**config.mk**
```make
export PLATFORM = sky130hd
export DESIGN_NAME = sync_frame_receiver_deadman_top
export DESIGN_NICKNAME = d
export VERILOG_FILES = /design/src/hw/rtl/sfrd_pkg.sv /design/src/hw/rtl/sync_frame_receiver_deadman_top.sv /design/src/hw/rtl/sfrd_parser.sv /design/src/hw/rtl/sfrd_deadman.sv
export SDC_FILE = /design/constraint.sdc
export NUM_CORES = 1
export LEC_CHECK = 0
export BUFFER_PORTS_ARGS = -buffer_cell sky130_fd_sc_hd__buf_4
export CORE_MARGIN = 2
export CORE_UTILIZATION = 51
export DETAILED_ROUTE_END_ITERATION = 8
export HOLD_SLACK_MARGIN = 0.05
export PLACE_DENSITY = 0.68
export RECOVER_POWER = 50
export SLEW_MARGIN = 20
export SYNTH_ARGS = -nofsm -noshare
export SYNTH_HDL_FRONTEND = slang
export SYNTH_SLANG_ARGS = --single-unit
```
**constraint.sdc**
```tcl
create_clock -name clk -period 10.6 [get_ports clk]
set_input_delay 0.53 -clock clk [delete_from_list [all_inputs] [get_ports clk]]
set_output_delay 0.53 -clock clk [all_outputs]
set_load 0.01 [all_outputs]
```
**src/hw/rtl/sfrd_pkg.sv**
```systemverilog
// Shared types and constants for the sync frame receiver with dead-man timeout.
// Used by sfrd_parser, sfrd_deadman and sync_frame_receiver_deadman_top.
`timescale 1ns / 1ps
`default_nettype none
package sfrd_pkg;

    // Input operation codes
    localparam logic OP_BYTE = 1'b0;
    localparam logic OP_TICK = 1'b1;

    // Configuration register indexes
    localparam logic [1:0] CFG_BOARD_INDEX    = 2'd0;
    localparam logic [1:0] CFG_DEADMAN_ENABLE = 2'd1;
    localparam logic [1:0] CFG_DEADMAN_TICKS  = 2'd2;

    // Header bytes and frame types
    localparam logic [7:0] HDR_A       = 8'hFF;
    localparam logic [7:0] HDR_B       = 8'h00;
    localparam logic [7:0] TYPE_LEVELS = 8'd1;
    localparam logic [7:0] TYPE_KEEP   = 8'd2;

    localparam int FIRST_PAYLOAD_POS = 5;
    localparam logic [3:0] MAX_BOARD = 4'd9;

    localparam logic [15:0] DEADMAN_TICKS_RESET = 16'd500;

    typedef struct packed {
        logic [3:0]  board_index;
        logic        deadman_enable;
        logic [15:0] deadman_ticks;
    } cfg_t;

    // Parser result for the item in process
    typedef struct packed {
        logic        done;        // this byte completed a frame
        logic [15:0] count_next;  // frame count after this item
        logic [7:0]  level_0;     // latched brightness, channel 0
        logic [7:0]  level_1;     // latched brightness, channel 1
    } frame_status_t;

endpackage
`default_nettype wire

```
**src/hw/rtl/sync_frame_receiver_deadman_top.sv**
```systemverilog
// Top level of the sync frame receiver with dead-man timeout.
// Instantiates sfrd_parser and sfrd_deadman; depends on sfrd_pkg.
`timescale 1ns / 1ps
`default_nettype none
// Takes one request per cycle: either a received serial byte or a 1 ms tick,
// and returns exactly one result per request, in order. Each request is
// captured in an input register, processed by one pass of short logic
// (header match, position compare, saturating counter) and stored in a
// result register, from which it is presented; throughput is one request
// per clock as long as the result side keeps taking results; while a
// result waits, the input register still holds one more request.
// Frames open on FF 00 FF 00 followed by type 1 or 2 and run to byte
// FRAME_LAST_INDEX; type 1 frames latch this board's brightness pair.
// Drive values change only on ticks, and drop to zero once the dead-man
// count reaches deadman_ticks while enabled. Config writes are always
// accepted and must only be issued while the block is idle.
module sync_frame_receiver_deadman_top #(
    parameter int PAYLOAD_BYTES    = 20,
    parameter int FRAME_LAST_INDEX = 25
) (
    input  wire logic        clk,
    input  wire logic        rst_n,
    // request channel
    input  wire logic        in_valid,
    output logic             in_ready,
    input  wire logic        operation,
    input  wire logic [7:0]  data_byte,
    // result channel
    output logic             out_valid,
    input  wire logic        out_ready,
    output logic [7:0]       drive_0,
    output logic [7:0]       drive_1,
    output logic             frame_done,
    output logic [15:0]      frames_received,
    // configuration write channel
    input  wire logic        cfg_valid,
    output logic             cfg_ready,
    input  wire logic [1:0]  cfg_index,
    input  wire logic [15:0] cfg_data
);
    import sfrd_pkg::*;

    // input register
    logic       in_valid_reg;
    logic       op_reg;
    logic [7:0] byte_reg;

    // result register
    logic        out_valid_reg;
    logic [7:0]  drive0_out_reg, drive1_out_reg;
    logic        done_out_reg;
    logic [15:0] count_out_reg;

    cfg_t          cfg_reg;
    frame_status_t status;
    logic          advance;
    logic          byte_step, tick_step;
    logic [7:0]    drive_0_next, drive_1_next;

    // process the held request when the result slot is free or being drained
    assign advance   = in_valid_reg && (!out_valid_reg || out_ready);
    assign in_ready  = !in_valid_reg || advance;
    assign byte_step = advance && (op_reg == OP_BYTE);
    assign tick_step = advance && (op_reg == OP_TICK);
    assign cfg_ready = 1'b1;

    always_ff @(posedge clk or negedge rst_n)
    begin
        if (!rst_n)
        begin
            in_valid_reg <= 1'b0;
        end
        else if (in_ready)
        begin
            in_valid_reg <= in_valid;
        end
    end

    always_ff @(posedge clk)
    begin
        if (in_ready && in_valid)
        begin
            op_reg   <= operation;
            byte_reg <= data_byte;
        end
    end

    // config registers
    always_ff @(posedge clk or negedge rst_n)
    begin
        if (!rst_n)
        begin
            cfg_reg.board_index    <= '0;
            cfg_reg.deadman_enable <= 1'b1;
            cfg_reg.deadman_ticks  <= DEADMAN_TICKS_RESET;
        end
        else if (cfg_valid && cfg_ready)
        begin
            case (cfg_index)
                CFG_BOARD_INDEX:    cfg_reg.board_index    <= cfg_data[3:0];
                CFG_DEADMAN_ENABLE: cfg_reg.deadman_enable <= cfg_data[0];
                CFG_DEADMAN_TICKS:  cfg_reg.deadman_ticks  <= cfg_data;
                default:            cfg_reg                <= cfg_reg;
            endcase
        end
    end

    sfrd_parser #(
        .PAYLOAD_BYTES    (PAYLOAD_BYTES),
        .FRAME_LAST_INDEX (FRAME_LAST_INDEX)
    ) u_parser (
        .clk         (clk),
        .rst_n       (rst_n),
        .byte_step   (byte_step),
        .data_byte   (byte_reg),
        .board_index (cfg_reg.board_index),
        .status      (status)
    );

    sfrd_deadman u_deadman (
        .clk          (clk),
        .rst_n        (rst_n),
        .tick_step    (tick_step),
        .status       (status),
        .cfg          (cfg_reg),
        .drive_0_next (drive_0_next),
        .drive_1_next (drive_1_next)
    );

    // result register
    always_ff @(posedge clk or negedge rst_n)
    begin
        if (!rst_n)
        begin
            out_valid_reg <= 1'b0;
        end
        else if (advance)
        begin
            out_valid_reg <= 1'b1;
        end
        else if (out_ready)
        begin
            out_valid_reg <= 1'b0;
        end
    end

    always_ff @(posedge clk)
    begin
        if (advance)
        begin
            drive0_out_reg <= drive_0_next;
            drive1_out_reg <= drive_1_next;
            done_out_reg   <= status.done;
            count_out_reg  <= status.count_next;
        end
    end

    assign out_valid       = out_valid_reg;
    assign drive_0         = drive0_out_reg;
    assign drive_1         = drive1_out_reg;
    assign frame_done      = done_out_reg;
    assign frames_received = count_out_reg;

endmodule
`default_nettype wire

```
**src/hw/rtl/sfrd_parser.sv**
```systemverilog
// Header search, frame collection, brightness capture and frame count.
// Depends on sfrd_pkg.
`timescale 1ns / 1ps
`default_nettype none
module sfrd_parser #(
    parameter int PAYLOAD_BYTES    = 20,
    parameter int FRAME_LAST_INDEX = 25
) (
    input  wire logic                   clk,
    input  wire logic                   rst_n,
    input  wire logic                   byte_step,
    input  wire logic [7:0]             data_byte,
    input  wire logic [3:0]             board_index,
    output sfrd_pkg::frame_status_t     status
);
    import sfrd_pkg::*;

    localparam int POS_W  = $clog2(FRAME_LAST_INDEX + 1);
    localparam int PAY_W  = $clog2(PAYLOAD_BYTES + 1);
    localparam int CMP_A  = (POS_W > PAY_W) ? POS_W : PAY_W;
    localparam int CMP_W  = (CMP_A > 5) ? CMP_A : 5;
    localparam logic [POS_W-1:0] FIRST_POS = POS_W'(FIRST_PAYLOAD_POS);
    localparam logic [POS_W-1:0] LAST_POS  = POS_W'(FRAME_LAST_INDEX);

    logic [7:0]       window_reg [5];
    logic [7:0]       window_next [5];
    logic             in_frame_reg, in_frame_next;
    logic [POS_W-1:0] pos_reg, pos_next;
    logic [7:0]       type_reg, type_next;
    logic [7:0]       pend0_reg, pend0_next, pend1_reg, pend1_next;
    logic [7:0]       lat0_reg, lat0_next, lat1_reg, lat1_next;
    logic [15:0]      count_reg, count_next;
    logic             done;

    logic [3:0]       board_lim;
    logic [CMP_W-1:0] base, idx;

    assign board_lim = (board_index > MAX_BOARD) ? MAX_BOARD : board_index;
    assign base      = CMP_W'({board_lim, 1'b0});
    assign idx       = CMP_W'(pos_reg) - CMP_W'(FIRST_POS);

    always_comb
    begin
        for (int i = 0; i < 5; i++)
        begin
            window_next[i] = window_reg[i];
        end
        in_frame_next = in_frame_reg;
        pos_next      = pos_reg;
        type_next     = type_reg;
        pend0_next    = pend0_reg;
        pend1_next    = pend1_reg;
        lat0_next     = lat0_reg;
        lat1_next     = lat1_reg;
        count_next    = count_reg;
        done          = 1'b0;

        if (byte_step)
        begin
            if (!in_frame_reg)
            begin
                for (int i = 0; i < 4; i++)
                begin
                    window_next[i] = window_reg[i + 1];
                end
                window_next[4] = data_byte;
                if (window_reg[1] == HDR_A && window_reg[2] == HDR_B &&
                    window_reg[3] == HDR_A && window_reg[4] == HDR_B &&
                    (data_byte == TYPE_LEVELS || data_byte == TYPE_KEEP))
                begin
                    in_frame_next = 1'b1;
                    pos_next      = FIRST_POS;
                    type_next     = data_byte;
                    pend0_next    = '0;
                    pend1_next    = '0;
                end
            end
            else
            begin
                if (idx < CMP_W'(PAYLOAD_BYTES))
                begin
                    if (idx == base)
                    begin
                        pend0_next = data_byte;
                    end
                    else if (idx == base + CMP_W'(1))
                    begin
                        pend1_next = data_byte;
                    end
                end
                if (pos_reg >= LAST_POS)
                begin
                    in_frame_next = 1'b0;
                    pos_next      = '0;
                    if (type_reg == TYPE_LEVELS)
                    begin
                        lat0_next = pend0_next;
                        lat1_next = pend1_next;
                    end
                    count_next = count_reg + 16'd1;
                    done       = 1'b1;
                end
                else
                begin
                    pos_next = pos_reg + POS_W'(1);
                end
            end
        end
    end

    always_ff @(posedge clk or negedge rst_n)
    begin
        if (!rst_n)
        begin
            for (int i = 0; i < 5; i++)
            begin
                window_reg[i] <= '0;
            end
            in_frame_reg <= 1'b0;
            pos_reg      <= '0;
            type_reg     <= '0;
            pend0_reg    <= '0;
            pend1_reg    <= '0;
            lat0_reg     <= '0;
            lat1_reg     <= '0;
            count_reg    <= '0;
        end
        else
        begin
            for (int i = 0; i < 5; i++)
            begin
                window_reg[i] <= window_next[i];
            end
            in_frame_reg <= in_frame_next;
            pos_reg      <= pos_next;
            type_reg     <= type_next;
            pend0_reg    <= pend0_next;
            pend1_reg    <= pend1_next;
            lat0_reg     <= lat0_next;
            lat1_reg     <= lat1_next;
            count_reg    <= count_next;
        end
    end

    assign status.done       = done;
    assign status.count_next = count_next;
    assign status.level_0    = lat0_reg;
    assign status.level_1    = lat1_reg;

endmodule
`default_nettype wire

```
**src/hw/rtl/sfrd_deadman.sv**
```systemverilog
// Dead-man tick counter, cleared when a frame completes, and drive registers, updated on tick items.
// Depends on sfrd_pkg.
`timescale 1ns / 1ps
`default_nettype none
module sfrd_deadman (
    input  wire logic                   clk,
    input  wire logic                   rst_n,
    input  wire logic                   tick_step,
    input  sfrd_pkg::frame_status_t     status,
    input  sfrd_pkg::cfg_t              cfg,
    output logic [7:0]                  drive_0_next,
    output logic [7:0]                  drive_1_next
);
    import sfrd_pkg::*;

    logic [15:0] ticks_reg, ticks_next, ticks_inc;
    logic [7:0]  drive0_reg, drive1_reg;
    logic        expired;

    // saturating count
    assign ticks_inc = (ticks_reg == 16'hFFFF) ? ticks_reg : ticks_reg + 16'd1;
    assign expired   = cfg.deadman_enable && (ticks_inc >= cfg.deadman_ticks);

    always_comb
    begin
        ticks_next   = ticks_reg;
        drive_0_next = drive0_reg;
        drive_1_next = drive1_reg;
        if (status.done)
        begin
            ticks_next = '0;
        end
        else if (tick_step)
        begin
            ticks_next   = ticks_inc;
            drive_0_next = expired ? 8'd0 : status.level_0;
            drive_1_next = expired ? 8'd0 : status.level_1;
        end
    end

    always_ff @(posedge clk or negedge rst_n)
    begin
        if (!rst_n)
        begin
            ticks_reg  <= '0;
            drive0_reg <= '0;
            drive1_reg <= '0;
        end
        else
        begin
            ticks_reg  <= ticks_next;
            drive0_reg <= drive_0_next;
            drive1_reg <= drive_1_next;
        end
    end

endmodule
`default_nettype wire

```
### Yosys cells after proc, flatten, opt, wreduce, memory -nomap -nowiden

Cells that the tools add are included.

* register bits: 191
* output and inout bits: 36
* input bits: 32

* add/subtract/negate cells: 5
* magnitude comparators: 4
* eq/ne operators: 10
* mux-type cells: 32
* reductions and logical operators: 27
* bitwise operators: 2

Operator list (number)
* two-way mux 8 bit: 14
* two-way mux 16 bit: 6
* adder 16 x 1 -> 16 bit, second input constant: 2
* == test 16 bit, second input constant: 1
* == test 8 x 1 -> 1 bit, second input constant: 2
* == test 8 bit, second input constant: 2
* >= comparator 16 bit: 1
* logical NOT 8 bit: 2
* two-way mux 5 bit: 3
* adder 5 x 1 -> 5 bit, second input constant: 2
* == test 5 bit: 2
* AND reduction 2 bit: 5
* logical AND 1 bit: 9
* == test 8 x 2 -> 1 bit, second input constant: 1
* two-way mux 1 bit: 8
* nonzero test 2 bit: 3
* >= comparator 5 bit, second input constant: 1
* less-than comparator 5 bit, second input constant: 1
* subtractor 5 x 3 -> 5 bit, second input constant: 1
* > comparator 4 bit, second input constant: 1
* two-way mux 4 bit: 1
* AND reduction 4 bit: 1
* logical OR 1 bit: 3
* AND reduction 3 bit: 1
* 5 further kinds: 7

### Longest topological paths before layout

Gate-level depths: netlist of the first run.

* depth after elaboration: 8
* mapped depth: 15
* gate-level depth less buffers: 13

### Cells and area by module

A second synthesis of the first run with hierarchy kept.

* cells, all modules: 790
* area, all modules: 9251.4 um^2

By module, submodules not included
* sfrd_parser: area each 4518.1 um^2, cells each 400, times used 1, sequential area each 2352.3 um^2
* sfrd_deadman: area each 2497.4 um^2, cells each 289, times used 1, sequential area each 800.8 um^2
* sync_frame_receiver_deadman_top: area each 2235.9 um^2, cells each 101, times used 1, sequential area each 1845.5 um^2

### Least setup slack after synthesis of the first run

OpenSTA, ideal clock, no wires.

* path type: reg2reg
* start point: register u_deadman.ticks_reg[13]
* end point: register drive0_out_reg[4], in the netlist drive_0[4], data pin
* data required time: 10.444 ns
* setup slack: 7.220 ns
* period minus slack after synthesis: 3.380 ns
* arrival time: 3.224 ns
* library setup time: 0.156 ns
* stages on the path, launching flop included: 16
* path through: dfrtp_1 > clkbuf_1 > and3_1 > nand4_1 > nand2b_1 > clkbuf_1 > nor2b_1 > xor2_1 > ha_1 > a211o_1 > a21oi_1 > o21ai_1 > a2111oi_0 > o211ai_1 > clkbuf_1 > o21ai_1

* word-level cells in the longest chain between the ends: 7
* elaborated cells between the ends (all ways): 8
* classes of those cells: add/sub (1); order compare (1); eq/ne (1); mux (4); reduce/logical (1)

RTL lines
* start: declaration: RTL line sfrd_deadman.sv:16 `logic [15:0] ticks_reg, ticks_next, ticks_inc;`
* start signal: assignment: RTL line sfrd_deadman.sv:51 `ticks_reg <= ticks_next;`
* adder 16 x 1 -> 16 bit / == test 16 bit (equally long branches): RTL line sfrd_deadman.sv:21 `assign ticks_inc = (ticks_reg == 16'hFFFF) ? ticks_reg : ticks_reg + 16'd1;`
* two-way mux 16 bit *: RTL line sfrd_deadman.sv:21
* >= comparator 16 bit *: RTL line sfrd_deadman.sv:22 `assign expired = cfg.deadman_enable && (ticks_inc >= cfg.deadman_ticks);`
* logical AND 1 bit *: RTL line sfrd_deadman.sv:22
* two-way mux 8 bit *: RTL line sfrd_deadman.sv:36 `drive_0_next = expired ? 8'd0 : status.level_0;`
* two-way mux 8 bit *: RTL line sfrd_deadman.sv:33 `else if (tick_step)`
* two-way mux 8 bit *: RTL line sfrd_deadman.sv:29 `if (status.done)`
* net drive_0_next[4]: RTL line sync_frame_receiver_deadman_top.sv:58 `logic [7:0] drive_0_next, drive_1_next;`
* end signal: assignment: RTL line sync_frame_receiver_deadman_top.sv:151 `drive0_out_reg <= drive_0_next;`
* end: declaration: RTL line sync_frame_receiver_deadman_top.sv:50 `logic [7:0] drive0_out_reg, drive1_out_reg;`

Mark *: on every way through the listed nets, which the timed path passes. The rest lies on a longest branch.
A chain may end at the register's enable or synchronous reset.

### Worst setup path after layout of the first run

* start point: register u_deadman.ticks_reg[0]
* end point: register drive0_out_reg[7], in the netlist drive_0[7], data pin

The elaborated chain is that of the path after synthesis.

==> results of run 1 <==
[worst max-delay path by stage]
stage,from,endpoint,slack [ps],depth (start not counted)
after floorplan,u_deadman.ticks_reg[13]$_DFFE_PN0P_,drive_0[4]$_DFFE_PP_,7220,15
after global placement,u_deadman.ticks_reg[0]$_DFFE_PN0P_,drive_1[0]$_DFFE_PP_,6910,14
after detailed placement,u_deadman.ticks_reg[0]$_DFFE_PN0P_,drive_0[4]$_DFFE_PP_,6570,14
after CTS,u_deadman.ticks_reg[0]$_DFFE_PN0P_,drive_0[7]$_DFFE_PP_,6530,14
after global routing,rst_n,u_parser.pend0_reg[1]$_DFFE_PN0P_,5610,2
final,u_deadman.ticks_reg[0]$_DFFE_PN0P_,drive_0[7]$_DFFE_PP_,6550,14
[cell families (layout without fill, tap and decap cells)]
logic type,after synthesis,in the layout
and+or+nand+nor,169,169
muxes,76,76
buffers and inverters,67,140
adders and majority gates,21,21
DFF,191,191
other,1,1
AOI/OAI and AO/OA,135,135
xor gates and xnor gates,28,28
[layout make-up]
class	count	area, µm²	share of cell area [%]
well taps	220	275	2.87
clock buffers	18	429	4.48
inverters	37	139	1.45
repair buffers	71	390	4.08
clock inverters	14	123	1.28
flip-flops and latches	191	5000	52.2
multi-input cells	430	3220	33.6
[power by group through the flow]
stage	Sequential (W)	Clock (W)	Combinational, W
floorplan	0.000878	0	0.000229
global placement	0.000907	0	0.000279
detailed placement	0.000910	0	0.000290
CTS	0.000896	0.000609	0.000293
global route	0.000908	0.000641	0.000318
finish	0.000897	0.000597	0.000281
[synthesized netlist by cell type, drive strengths merged (18+ instances only)]
master | number | area share, %
ha | 21 | 3.1
xnor2 | 18 | 1.9
clkbuf | 19 | 0.84
inv | 37 | 1.6
dfrtp | 142 | 42
mux2 | 59 | 7.8
edfxtp | 42 | 15
nand2 | 39 | 1.9
nor2 | 24 | 1.2
o21ai | 57 | 3.5
a21oi | 19 | 1.1
a22o | 18 | 1.9
[placed cells by master, fill, tap and decap left out, drive strengths merged, types with 18 or more instances in the layout]
cell type  count
a21oi         19
nor2          24
a22o          18
mux2          59
buf           24
nand2         39
xnor2         18
ha            21
clkbuf        65
edfxtp        42
inv           46
o21ai         57
dfrtp        142
[metal layers]
metal,up-vias,track usage (%),part of all wire (%)
li1,2610,-,-
met2,109,32.7,49
met4,0,5.97,1.5
met3,22,3.56,3.5
met1,2634,25.4,46
met5,-,0,0
[through the flow]
stage                     utilization [%]  instances
after floorplan                         -        688
after global placement               55.9        949
after detailed placement             55.9        949
after CTS                            59.2        981
after global routing                 58.4        981
final                                58.4        981
[worst reg2reg max path, stage by stage (launching register included)]
cell and delay [ps]:
dfrtp_1 430, ha_1 280, nand3_1 180, nor2_1 340, nand2b_1 310, nor2b_1 240
xor2_1 150, ha_1 300, a211o_1 260, a21oi_1 110, o21ai_1 90, a2111oi_0 630
o211ai_1 150, buf_4 230, o21ai_1 200
==> metrics.md, run 1 <==
| Metric | Value |
|---|---|
| Layout Skew | `9.15 ps` |
| HPWL Detailed | `11200 µm` |
| Bufs on Longest Clock Path | `2` |
| Min-Delay Path Depth | `1` |
| Hold slack | `303 ps` |
| DP Worst Slack | `6570 ps` |
| H-tree Lvls | `4` |
| Post-Synth Adder-Cell Area | `3.10%` |
| Cell row count | `47` |
| Detailed Route WL | `15900 µm` |
| Crit-path max FO | `16` |
| DR DRC count | `0` |
| I/O pins | `68` |
| Vias in the first global route | `5541` |
| Area of the mapped netlist | `8480 µm²` |
| Synth Area in XOR/XNOR | `3.05%` |
| CP cell instances | `ha_1 > nand3_1 > nor2_1 > nand2b_1 > nor2b_1 > xor2_1 > ha_1 > a211o_1 > a21oi_1 > o21ai_1 > a2111oi_0 > o211ai_1 > buf_4 > o21ai_1` |
| Number of synthesized flops with an enable pin | `42` |
| Pin count of the biggest net entering global routing | `78` |
| DR vias | `5375` |
| Sequential Power Share | `50.5%` |
| Synthesized net count | `741` |
| Core ar. | `16400 µm²` |
| Failing checks | `capacitance limit, slew limit` |
| R2R Setup Slk | `6550 ps` |
| Post-Route Setup TNS | `0 ps` |
| Peak VDD IR | `0.141 mV` |
| Worst Tran Pin Value | `4060 ps` |
| Post-synthesis mux area share | `9.84%` |
| Cell count of the worst reg-to-reg path | `14` |
| P_sw | `0.000509 W` |
| Area grow syn2layout | `12.9%` |
| Synth Register Bits | `191` |
| Avg WL per Cell | `16.2 µm` |
| P_int | `0.00127 W` |
| Total GRT Usage | `19.3%` |
| Slowest cell on crit path | `a2111oi_0` |
| Antenna diode count | `0` |
| Crit Reg-Reg Startpoint | `u_deadman.ticks_reg[0]$_DFFE_PN0P_` |
| # clock sinks | `191` |
| Pwr dens | `185 nW/µm²` |
| Critical Path RT | `10860 ps` |
| Clock Latency Late Sink | `420 ps` |
| Gpl congestion | `0.848` |
| Clock power share | `33.6%` |
| Final Hold Viols | `0` |
| Crit path arrival time | `4310 ps` |
| Synth warn | `0` |
| Reg-to-Reg End | `drive_0[7]$_DFFE_PP_` |
| Post-route minimum period | `4050 ps` |
| Die area | `17700 µm²` |
| FFs w/ async S/R, synth | `78.0%` |
| Hold-critical path endpoint | `byte_reg[0]$_DFFE_PP_` |
| Net Sw Frac | `28.7%` |
| CTS buffer count | `17` |
| Crit Path Class | `reg -> reg` |
| Outcome | `complete, but fails checks` |
| Hold buffer count at cts | `0` |
| Initial core utilization | `51.7%` |
| Ys flop type | `dfrtp_1` |
| Final Setup Violations | `0` |
| IO buf count | `66` |
| Final net count | `801` |
| Main combinational cell family by area after synthesis | `simple AND/OR/NAND/NOR gates` |
| Max-slew violation count | `112` |
| Die X | `133 µm` |
| Hold WC Path Type | `in -> reg` |
| Seq/Total Area, Yosys | `58.9%` |
| Syn_area_per_cell | `12.3 µm²` |
| Simple-gate share of the synthesized area | `11.4%` |
| Detail Route Antenna Nets | `0` |
| CP bufs+invs | `1` |
| Largest stage delay on the critical path | `630 ps` |
| Unrepaired setup endpoints after global routing | `false` |
| Final worst path period share | `38.2%` |
| Cell count after synthesis | `688` |
| First-pass GRT wire length | `27200 µm` |
| TritonCTS clock tree | `yes` |
| Post-DP Area | `9160 µm²` |
| Share of cells above drive strength 1 | `18.0%` |
| Initial drt markers | `356` |
| Vias per cell | `5.48` |
| Type of origin of the critical path | `flip-flop` |
| Overall Power | `0.00177 W` |
| Clk root buf | `clkbuf_16` |
| CP Capture Type | `flip-flop` |
| Antenna violations before repair | `0` |
| Worst slew margin | `-171%` |
| Max reg flops | `32` |
| Worst Hold Launch | `data_byte[0]` |
| Post-route cell area | `9580 µm²` |
| Compound-Gate Fraction of Synth Area | `10.5%` |
| CP top delay family | `compound AO/OA/AOI/OAI gates` |
| Postcts setup bufs | `0` |
| Fill count | `1351` |
| Pleak | `4.23 nW` |
| Comb power frac | `15.8%` |
| Initial DRT Pass Iterations | `5` |
| PostCTS Resize Cnt | `0` |
| Max Clk Rate | `0.247 GHz` |
| Final setup margin | `6550 ps` |
| Die Height | `133 µm` |
| Clock transition at the registers of the reported paths | `70 ps` |
| Distinct cells, synth | `66` |
| Global route total overflow | `0` |
| Max-Cap Viols | `2` |
Note: power is estimated with default switching activity, not from simulation.
==> run 2: changes to the inputs <==
PLACE_DENSITY = 0.7   (was 0.68)
clock period = 3.6 ns   (was 10.6 ns; I/O delays follow)
==> metrics.md, run 2 (synthesis results as in run 1) <==
| Metric | Value |
|---|---|
| Final net count | `838 (was 801)` |
| Detailed Route WL | `17000 µm (was 15900 µm)` |
| Die Height | `133 µm (unchanged)` |
| DR vias | `5618 (was 5375)` |
| Total GRT Usage | `20.2% (was 19.3%)` |
| Final setup margin | `97.7 ps (was 6550 ps)` |
| Worst Tran Pin Value | `1080 ps (was 4060 ps)` |
| Gpl congestion | `0.840 (was 0.848)` |
| Vias per cell | `5.52 (was 5.48)` |
| Fill count | `1302 (was 1351)` |
| Antenna diode count | `0 (unchanged)` |
| Area occupied by multi-input gates | `3230 µm² (was 3220 µm²)` |
| Max Clk Rate | `0.286 GHz (was 0.247 GHz)` |
| Avg WL per Cell | `16.7 µm (was 16.2 µm)` |
| HPWL Detailed | `11600 µm (was 11200 µm)` |
| I/O pins | `68 (unchanged)` |
| CP bufs+invs | `2 (was 1)` |
| Global route total overflow | `0 (unchanged)` |
| Final Hold Viols | `0 (unchanged)` |
| Hold WC Path Type | `in -> reg (unchanged)` |
| Cell row count | `47 (unchanged)` |
| Share of cells above drive strength 1 | `18.5% (was 18.0%)` |
| H-tree Lvls | `4 (unchanged)` |
| Initial core utilization | `51.7% (unchanged)` |
| Most common cell after layout, fill and taps aside | `dfrtp_1 (unchanged)` |
| Antenna violations before repair | `0 (unchanged)` |
| Detail Route Antenna Nets | `0 (unchanged)` |
| Most frequent cells in the layout | `140 x dfrtp_1, 54 x mux2_2, 42 x o21ai_1, 42 x edfxtp_1, 39 x clkbuf_1 (was 142 x dfrtp_1, 52 x mux2_2, 42 x o21ai_1, 42 x edfxtp_1, 39 x clkbuf_1)` |
| Max-slew violation count | `0 (was 112)` |
| Vias in the first global route | `5697 (was 5541)` |
| Critical Path RT | `3860 ps (was 10860 ps)` |
| Hold slack | `111 ps (was 303 ps)` |
| Largest stage delay on the critical path | `430 ps (was 630 ps)` |
| Pin count of the biggest net entering global routing | `118 (was 78)` |
| Pleak | `4.39 nW (was 4.23 nW)` |
| Die X | `133 µm (unchanged)` |
| IO buf count | `66 (unchanged)` |
| Bufs on Longest Clock Path | `2 (unchanged)` |
| Clk root buf | `clkbuf_16 (unchanged)` |
| Crit path arrival time | `3760 ps (was 4310 ps)` |
| Slowest cell on crit path | `dfrtp_1 (was a2111oi_0)` |
| CTS buffer count | `17 (unchanged)` |
| Final worst path period share | `97.3% (was 38.2%)` |
| Initial drt markers | `373 (was 356)` |
| Outcome | `finished clean (was complete, but fails checks)` |
| DP Worst Slack | `194 ps (was 6570 ps)` |
| Die area | `17700 µm² (unchanged)` |
| CP Capture Type | `flip-flop (unchanged)` |
| Final Util | `60.5% (was 58.4%)` |
| Crit-path max FO | `16 (unchanged)` |
| Max-Cap Viols | `0 (was 2)` |
| Initial DRT Pass Iterations | `5 (unchanged)` |
| Max reg flops | `32 (unchanged)` |
| CP cell instances | `and4_1 > nand4_1 > nand2b_4 > nor2b_1 > xor2_1 > ha_1 > a211o_1 > a21oi_1 > o21ai_1 > a2111oi_1 > buf_4 > o211ai_1 > buf_4 > o21ai_1 (was ha_1 > nand3_1 > nor2_1 > nand2b_1 > nor2b_1 > xor2_1 > ha_1 > a211o_1 > a21oi_1 > o21ai_1 > a2111oi_0 > o211ai_1 > buf_4 > o21ai_1)` |
| First-pass GRT wire length | `28400 µm (was 27200 µm)` |
| Crit Reg-Reg Startpoint | `u_deadman.ticks_reg[8]$_DFFE_PN0P_ (was u_deadman.ticks_reg[0]$_DFFE_PN0P_)` |
| Critical path startpoint | `u_deadman.ticks_reg[8]$_DFFE_PN0P_ (was u_deadman.ticks_reg[0]$_DFFE_PN0P_)` |
| Type of origin of the critical path | `flip-flop (unchanged)` |
| Clock Latency Late Sink | `430 ps (was 420 ps)` |
| Worst Hold Launch | `cfg_index[0] (was data_byte[0])` |
| Clock transition at the registers of the reported paths | `70 ps (about the same)` |
| Pwr dens | `528 nW/µm² (was 185 nW/µm²)` |
| Area grow syn2layout | `17.0% (was 12.9%)` |
| Core ar. | `16400 µm² (unchanged)` |
| Worst slew margin | `27.5% (was -171%)` |
| Final Setup Violations | `0 (unchanged)` |
| Crit Path Class | `reg -> reg (unchanged)` |
| Post-route minimum period | `3500 ps (was 4050 ps)` |
| Peak VDD IR | `0.389 mV (was 0.141 mV)` |
| DR DRC count | `0 (unchanged)` |
| Layout Skew | `8.08 ps (was 9.15 ps)` |
| CP top delay family | `compound AO/OA/AOI/OAI gates (unchanged)` |
| # clock sinks | `191 (unchanged)` |
| TritonCTS clock tree | `yes (unchanged)` |
| Reg area | `5000 µm² (about the same)` |
==> run 2: worst reg2reg max path: cells and delay by family, from the launching register on <==
| kind | cells | cell delay (ps) |
|---|---|---|
| and+or+nand+nor | 4 | 900 |
| buffers and inverters | 2 | 400 |
| DFF | 1 | 430 |
| adders and majority gates | 1 | 290 |
| xor gates and xnor gates | 1 | 140 |
| AOI/OAI and AO/OA | 6 | 1160 |
==> run 2: cell type report <==
type                       count  area share, %
timing repair buffer         108           7.50
inverter                      37           1.40
multi-input combinational    430           32.5
sequential                   191           50.4
clock buffer                  18           4.32
clock inverter                14           1.10
tap                          220           2.77
==> run 2: metal layers <==
| metal | track usage [%] | vias to the layer above | routed length (µm) |
|---|---|---|---|
| met1 | 25.8 | 2761 | 7440 |
| met5 | 0 | - | 0 |
| met3 | 4.87 | 36 | 696 |
| li1 | - | 2686 | - |
| met4 | 7.77 | 0 | 446 |
| met2 | 33.6 | 135 | 8380 |
==> run 2: stage by stage <==
stage          power [W]  setup TNS, ps  area [µm²]  instances
6_report         0.00524              0        9920       1018
5_1_grt          0.00550          -4090        9920       1018
4_1_cts          0.00531              0       10000       1015
3_5_place_dp     0.00355              0        9210        955
3_3_place_gp     0.00350              0        9210        955
2_1_floorplan    0.00326              0        8480        688
==> run 2: power breakdown <==
group	leakage, nW	internal [W]	total [W]	switching, W
clock	0.260	0.000897	0.00172	0.000826
sequential	2.41	0.00242	0.00265	0.000232
combinational	1.72	0.000421	0.000868	0.000447
==> run 2: timing repair <==
item	CTS	global route
hold endpoints to repair	139	0
setup buffers	0	3
setup endpoints to repair	0	30
gates resized for setup	0	6
hold buffers	28	0
==> run 2: worst paths after layout <==
kind                            slack, ps                          endpoint  cells past startpoint
worst max-delay path                  100              drive_1[4]$_DFFE_PP_                     14
worst min register to register        480  u_parser.count_reg[15]$_DFF_PN0_                      1
max in group asynchronous            1800  u_parser.count_reg[14]$_DFF_PN0_                      3
worst min-delay path                  110           cfg_reg[16]$_DFFE_PN1P_                      3
min in group asynchronous             390           cfg_reg[19]$_DFFE_PN0P_                      2
worst max register to register        100              drive_1[4]$_DFFE_PP_                     14
==> run 3: changes to the inputs <==
SYNTH_HIERARCHICAL = 1   (was default)
==> metrics.md, run 3 <==
| Metric | Value |
|---|---|
| Outcome | `complete, but fails checks (was finished clean)` |
| Failing checks | `capacitance limit, slew limit` |
| Net Sw Frac | `26.0% (was 28.7%)` |
| Largest stage delay on the critical path | `500 ps (was 430 ps)` |
| Comb power frac | `14.4% (was 16.6%)` |
| Top post-synthesis cells by area | `dfrtp_1 38%, edfxtp_1 14%, mux2_2 8.2% (was dfrtp_1 42%, edfxtp_1 15%, mux2_2 7.3%)` |
| Cell mode on critical path | `buf_4` |
| Hold buffer count at cts | `27 (was 28)` |
| Final Hold Viols | `0 (unchanged)` |
| Crit Reg-Reg Startpoint | `u_deadman/ticks_reg[7]$_DFFE_PN0P_ (was u_deadman.ticks_reg[8]$_DFFE_PN0P_)` |
| Hold WC Path Type | `in -> reg (unchanged)` |
| Postcts setup bufs | `0 (unchanged)` |
| DR DRC count | `0 (unchanged)` |
| Type of origin of the critical path | `flip-flop (unchanged)` |
| Antenna diode count | `0 (unchanged)` |
| Initial drt markers | `574 (was 373)` |
| Clock power share | `35.7% (was 32.9%)` |
| Pleak | `4.55 nW (was 4.39 nW)` |
| Post-Route Setup TNS | `0 ps (unchanged)` |
| Detail Route Antenna Nets | `0 (unchanged)` |
| Final net count | `928 (was 838)` |
| Pin count of the biggest net entering global routing | `117 (was 118)` |
| Crit Path Class | `reg -> reg (unchanged)` |
| Initial DRT Pass Iterations | `5 (unchanged)` |
| Detailed Route WL | `20800 µm (was 17000 µm)` |
| Most common cell in the netlist | `dfrtp_1 (unchanged)` |
| Max reg flops | `32 (unchanged)` |
| Yosys top cell by area | `dfrtp_1 (unchanged)` |
| Worst slew margin | `-94.0% (was 27.5%)` |
| Share of cells above drive strength 1 | `19.5% (was 18.5%)` |
| Clk root buf | `clkbuf_16 (unchanged)` |
| Syn_area_per_cell | `11.7 µm² (was 12.3 µm²)` |
| CP Capture Type | `flip-flop (unchanged)` |
| H-tree Lvls | `4 (unchanged)` |
| Overall Power | `0.00542 W (was 0.00524 W)` |
| Ys flop type | `dfrtp_1 (unchanged)` |
| Sequential Power Share | `49.8% (was 50.6%)` |
| Cell row count | `49 (was 47)` |
| PostCTS Resize Cnt | `0 (unchanged)` |
| Pwr dens | `507 nW/µm² (was 528 nW/µm²)` |
| P_sw | `0.00141 W (was 0.00150 W)` |
| Area of the mapped netlist | `9250 µm² (was 8480 µm²)` |
| Avg WL per Cell | `18.7 µm (was 16.7 µm)` |
| Final Setup Violations | `0 (unchanged)` |
| Max-Cap Viols | `1 (was 0)` |
| CP bufs+invs | `2 (unchanged)` |
| Synthesized net count | `843 (was 741)` |
| Distinct cells, synth | `68 (was 66)` |
| Layout Skew | `9.42 ps (was 8.08 ps)` |
| Core ar. | `17900 µm² (was 16400 µm²)` |
| Antenna violations before repair | `0 (unchanged)` |
| Post-synth top area share | `38.4% (was 41.9%)` |
| CP cell instances | `nand3_1 > nor4_4 > buf_4 > a211oi_1 > xor2_1 > ha_1 > a21oi_1 > o21ai_0 > a22o_1 > buf_4 > o31ai_1 (was and4_1 > nand4_1 > nand2b_4 > nor2b_1 > xor2_1 > ha_1 > a211o_1 > a21oi_1 > o21ai_1 > a2111oi_1 > buf_4 > o211ai_1 > buf_4 > o21ai_1)` |
| Max-slew violation count | `117 (was 0)` |
| Most common cell after layout, fill and taps aside | `dfrtp_1 (unchanged)` |
| Met1 usage | `30.1% (was 25.8%)` |
| Crit path arrival time | `3620 ps (was 3760 ps)` |
| DR vias | `6588 (was 5618)` |
| Synth warn | `6 (was 0)` |
| # clock sinks | `191 (unchanged)` |
| Slowest cell on crit path | `dfrtp_1 (unchanged)` |
| Total GRT Usage | `22.4% (was 20.2%)` |
| Most frequent cells in the layout | `142 x dfrtp_1, 103 x nand2_1, 67 x mux2_2, 42 x edfxtp_1, 39 x clkbuf_1 (was 140 x dfrtp_1, 54 x mux2_2, 42 x o21ai_1, 42 x edfxtp_1, 39 x clkbuf_1)` |
| Max Clk Rate | `0.294 GHz (was 0.286 GHz)` |
| Bufs on Longest Clock Path | `2 (unchanged)` |
| Area grow syn2layout | `15.5% (was 17.0%)` |
| First-pass GRT wire length | `34700 µm (was 28400 µm)` |
| Met2 Usage GRT | `36.5% (was 33.6%)` |
| Most used routing layer | `met2 (unchanged)` |
| Synth Register Bits | `191 (unchanged)` |
| Seq/Total Area, Yosys | `54.0% (was 58.9%)` |
| Critical Path RT | `3820 ps (was 3860 ps)` |
| Number of synthesized flops with an enable pin | `42 (unchanged)` |
| Hold slack | `84.4 ps (was 111 ps)` |
| Worst Hold Launch | `out_ready (was cfg_index[0])` |
| HPWL Detailed | `14200 µm (was 11600 µm)` |
| Vias in the first global route | `6737 (was 5697)` |
| Crit-path max FO | `17 (was 16)` |
| Die Height | `139 µm (was 133 µm)` |
| IO buf count | `66 (unchanged)` |
| Cell count after synthesis | `790 (was 688)` |
| TritonCTS clock tree | `yes (unchanged)` |
| CP top delay family | `compound AO/OA/AOI/OAI gates (unchanged)` |
| Synth top cells by count | `142 x dfrtp_1, 103 x nand2_1, 67 x mux2_2 (was 142 x dfrtp_1, 55 x mux2_2, 42 x edfxtp_1, 42 x o21ai_1, 37 x inv_1)` |
| I/O pins | `68 (unchanged)` |
| Global route total overflow | `0 (unchanged)` |
| Unrepaired setup endpoints after global routing | `false` |
| Initial core utilization | `51.7% (about the same)` |
| Peak VDD IR | `0.456 mV (was 0.389 mV)` |
| Post-route minimum period | `3400 ps (was 3500 ps)` |
| Final worst path period share | `94.4% (was 97.3%)` |
| Met3 Resource Use GR | `4.49% (was 4.87%)` |
| Die X | `139 µm (was 133 µm)` |
| Clock transition at the registers of the reported paths | `70 ps (about the same)` |
| Fill count | `1419 (was 1302)` |
| Critical path startpoint | `u_deadman/ticks_reg[7]$_DFFE_PN0P_ (was u_deadman.ticks_reg[8]$_DFFE_PN0P_)` |
| CTS buffer count | `17 (unchanged)` |
| Clock Latency Late Sink | `430 ps (about the same)` |
| Die area | `19200 µm² (was 17700 µm²)` |
| Gpl congestion | `0.891 (was 0.840)` |
| P_int | `0.00401 W (was 0.00374 W)` |
| Worst Tran Pin Value | `2910 ps (was 1080 ps)` |
| Vias per cell | `5.90 (was 5.52)` |
| FFs w/ async S/R, synth | `78.0% (unchanged)` |
-- run 3: cell types whose count changed after synthesis, moves of 17 or more --
cell	before	now
nand2_1	36	103
a31oi_1	2	20
o21ai_1	42	0
o31ai_1	2	25
a22oi_1	17	0
-- run 3: worst paths after layout --
kind | slack (ps) | cells past startpoint | endpoint
min | 80 | 3 | in_valid_reg$_DFFE_PN0P_
max in group asynchronous | 640 | 3 | cfg_reg[2]$_DFFE_PN1P_
max reg2reg | 200 | 11 | drive_0[7]$_DFFE_PP_
max | 200 | 11 | drive_0[7]$_DFFE_PP_
min in group asynchronous | 1170 | 2 | u_deadman/ticks_reg[8]$_DFFE_PN0P_
min reg2reg | 500 | 1 | u_parser/count_reg[15]$_DFF_PN0_
-- run 3: per-stage QoR --
step	cell area, µm²	utilization, %	cells	setup WS (ps)
floorplan	9250	-	790	208
global placement	9970	55.7	1058	451
detailed placement	9970	55.7	1058	280
CTS	10800	60.6	1117	196
global route	10700	59.7	1117	1.38
finish	10700	59.7	1117	200
-- run 3: worst register-to-register path: cells and delay by family, from the launching register on --
kind	cells	cell delay [ps]
compound gates	5	990
xor+xnor	1	320
fa+ha+maj	1	320
buf+inv	2	460
flops	1	500
simple gates	2	600
-- run 3: routing by layer --
metal  share of wire [%]  wire (µm)
met1                  44       9260
met5                   0          0
met2                  48      10100
met4                 2.1        441
met3                 5.0       1030
-- run 3: cells by family (layout without fill, tap and decap cells) --
logic type / Yosys count / in the layout / share of synthesized area [%]
adders and majority gates: 21 / 21 / 2.84
muxes: 82 / 82 / 10.3
DFF: 191 / 191 / 54.0
buffers and inverters: 70 / 168 / 3.31
xor gates and xnor gates: 28 / 28 / 2.80
AOI/OAI and AO/OA: 146 / 146 / 11.7
and+or+nand+nor: 251 / 251 / 14.9
other: 1 / 1 / 0.0405
-- run 3: final cells by class --
class                           instances  area (µm²)  area share [%]
Clock buffer                           20         447            4.18
Clock inverter                         12         158            1.48
Inverter                               24        90.1           0.843
Multi-Input combinational cell        529        3940            36.9
Sequential cell                       191        5000            46.8
Tap cell                              229         287            2.68
Timing Repair Buffer                  112         764            7.15
-- run 3: power by group through the flow --
stage	clock, W	sequential [W]	combinational [W]
2_1_floorplan	0	0.00266	0.000563
4_1_cts	0.00198	0.00270	0.000804
3_5_place_dp	0	0.00274	0.000776
5_1_grt	0.00207	0.00274	0.000862
3_3_place_gp	0	0.00272	0.000750
6_report	0.00194	0.00270	0.000782
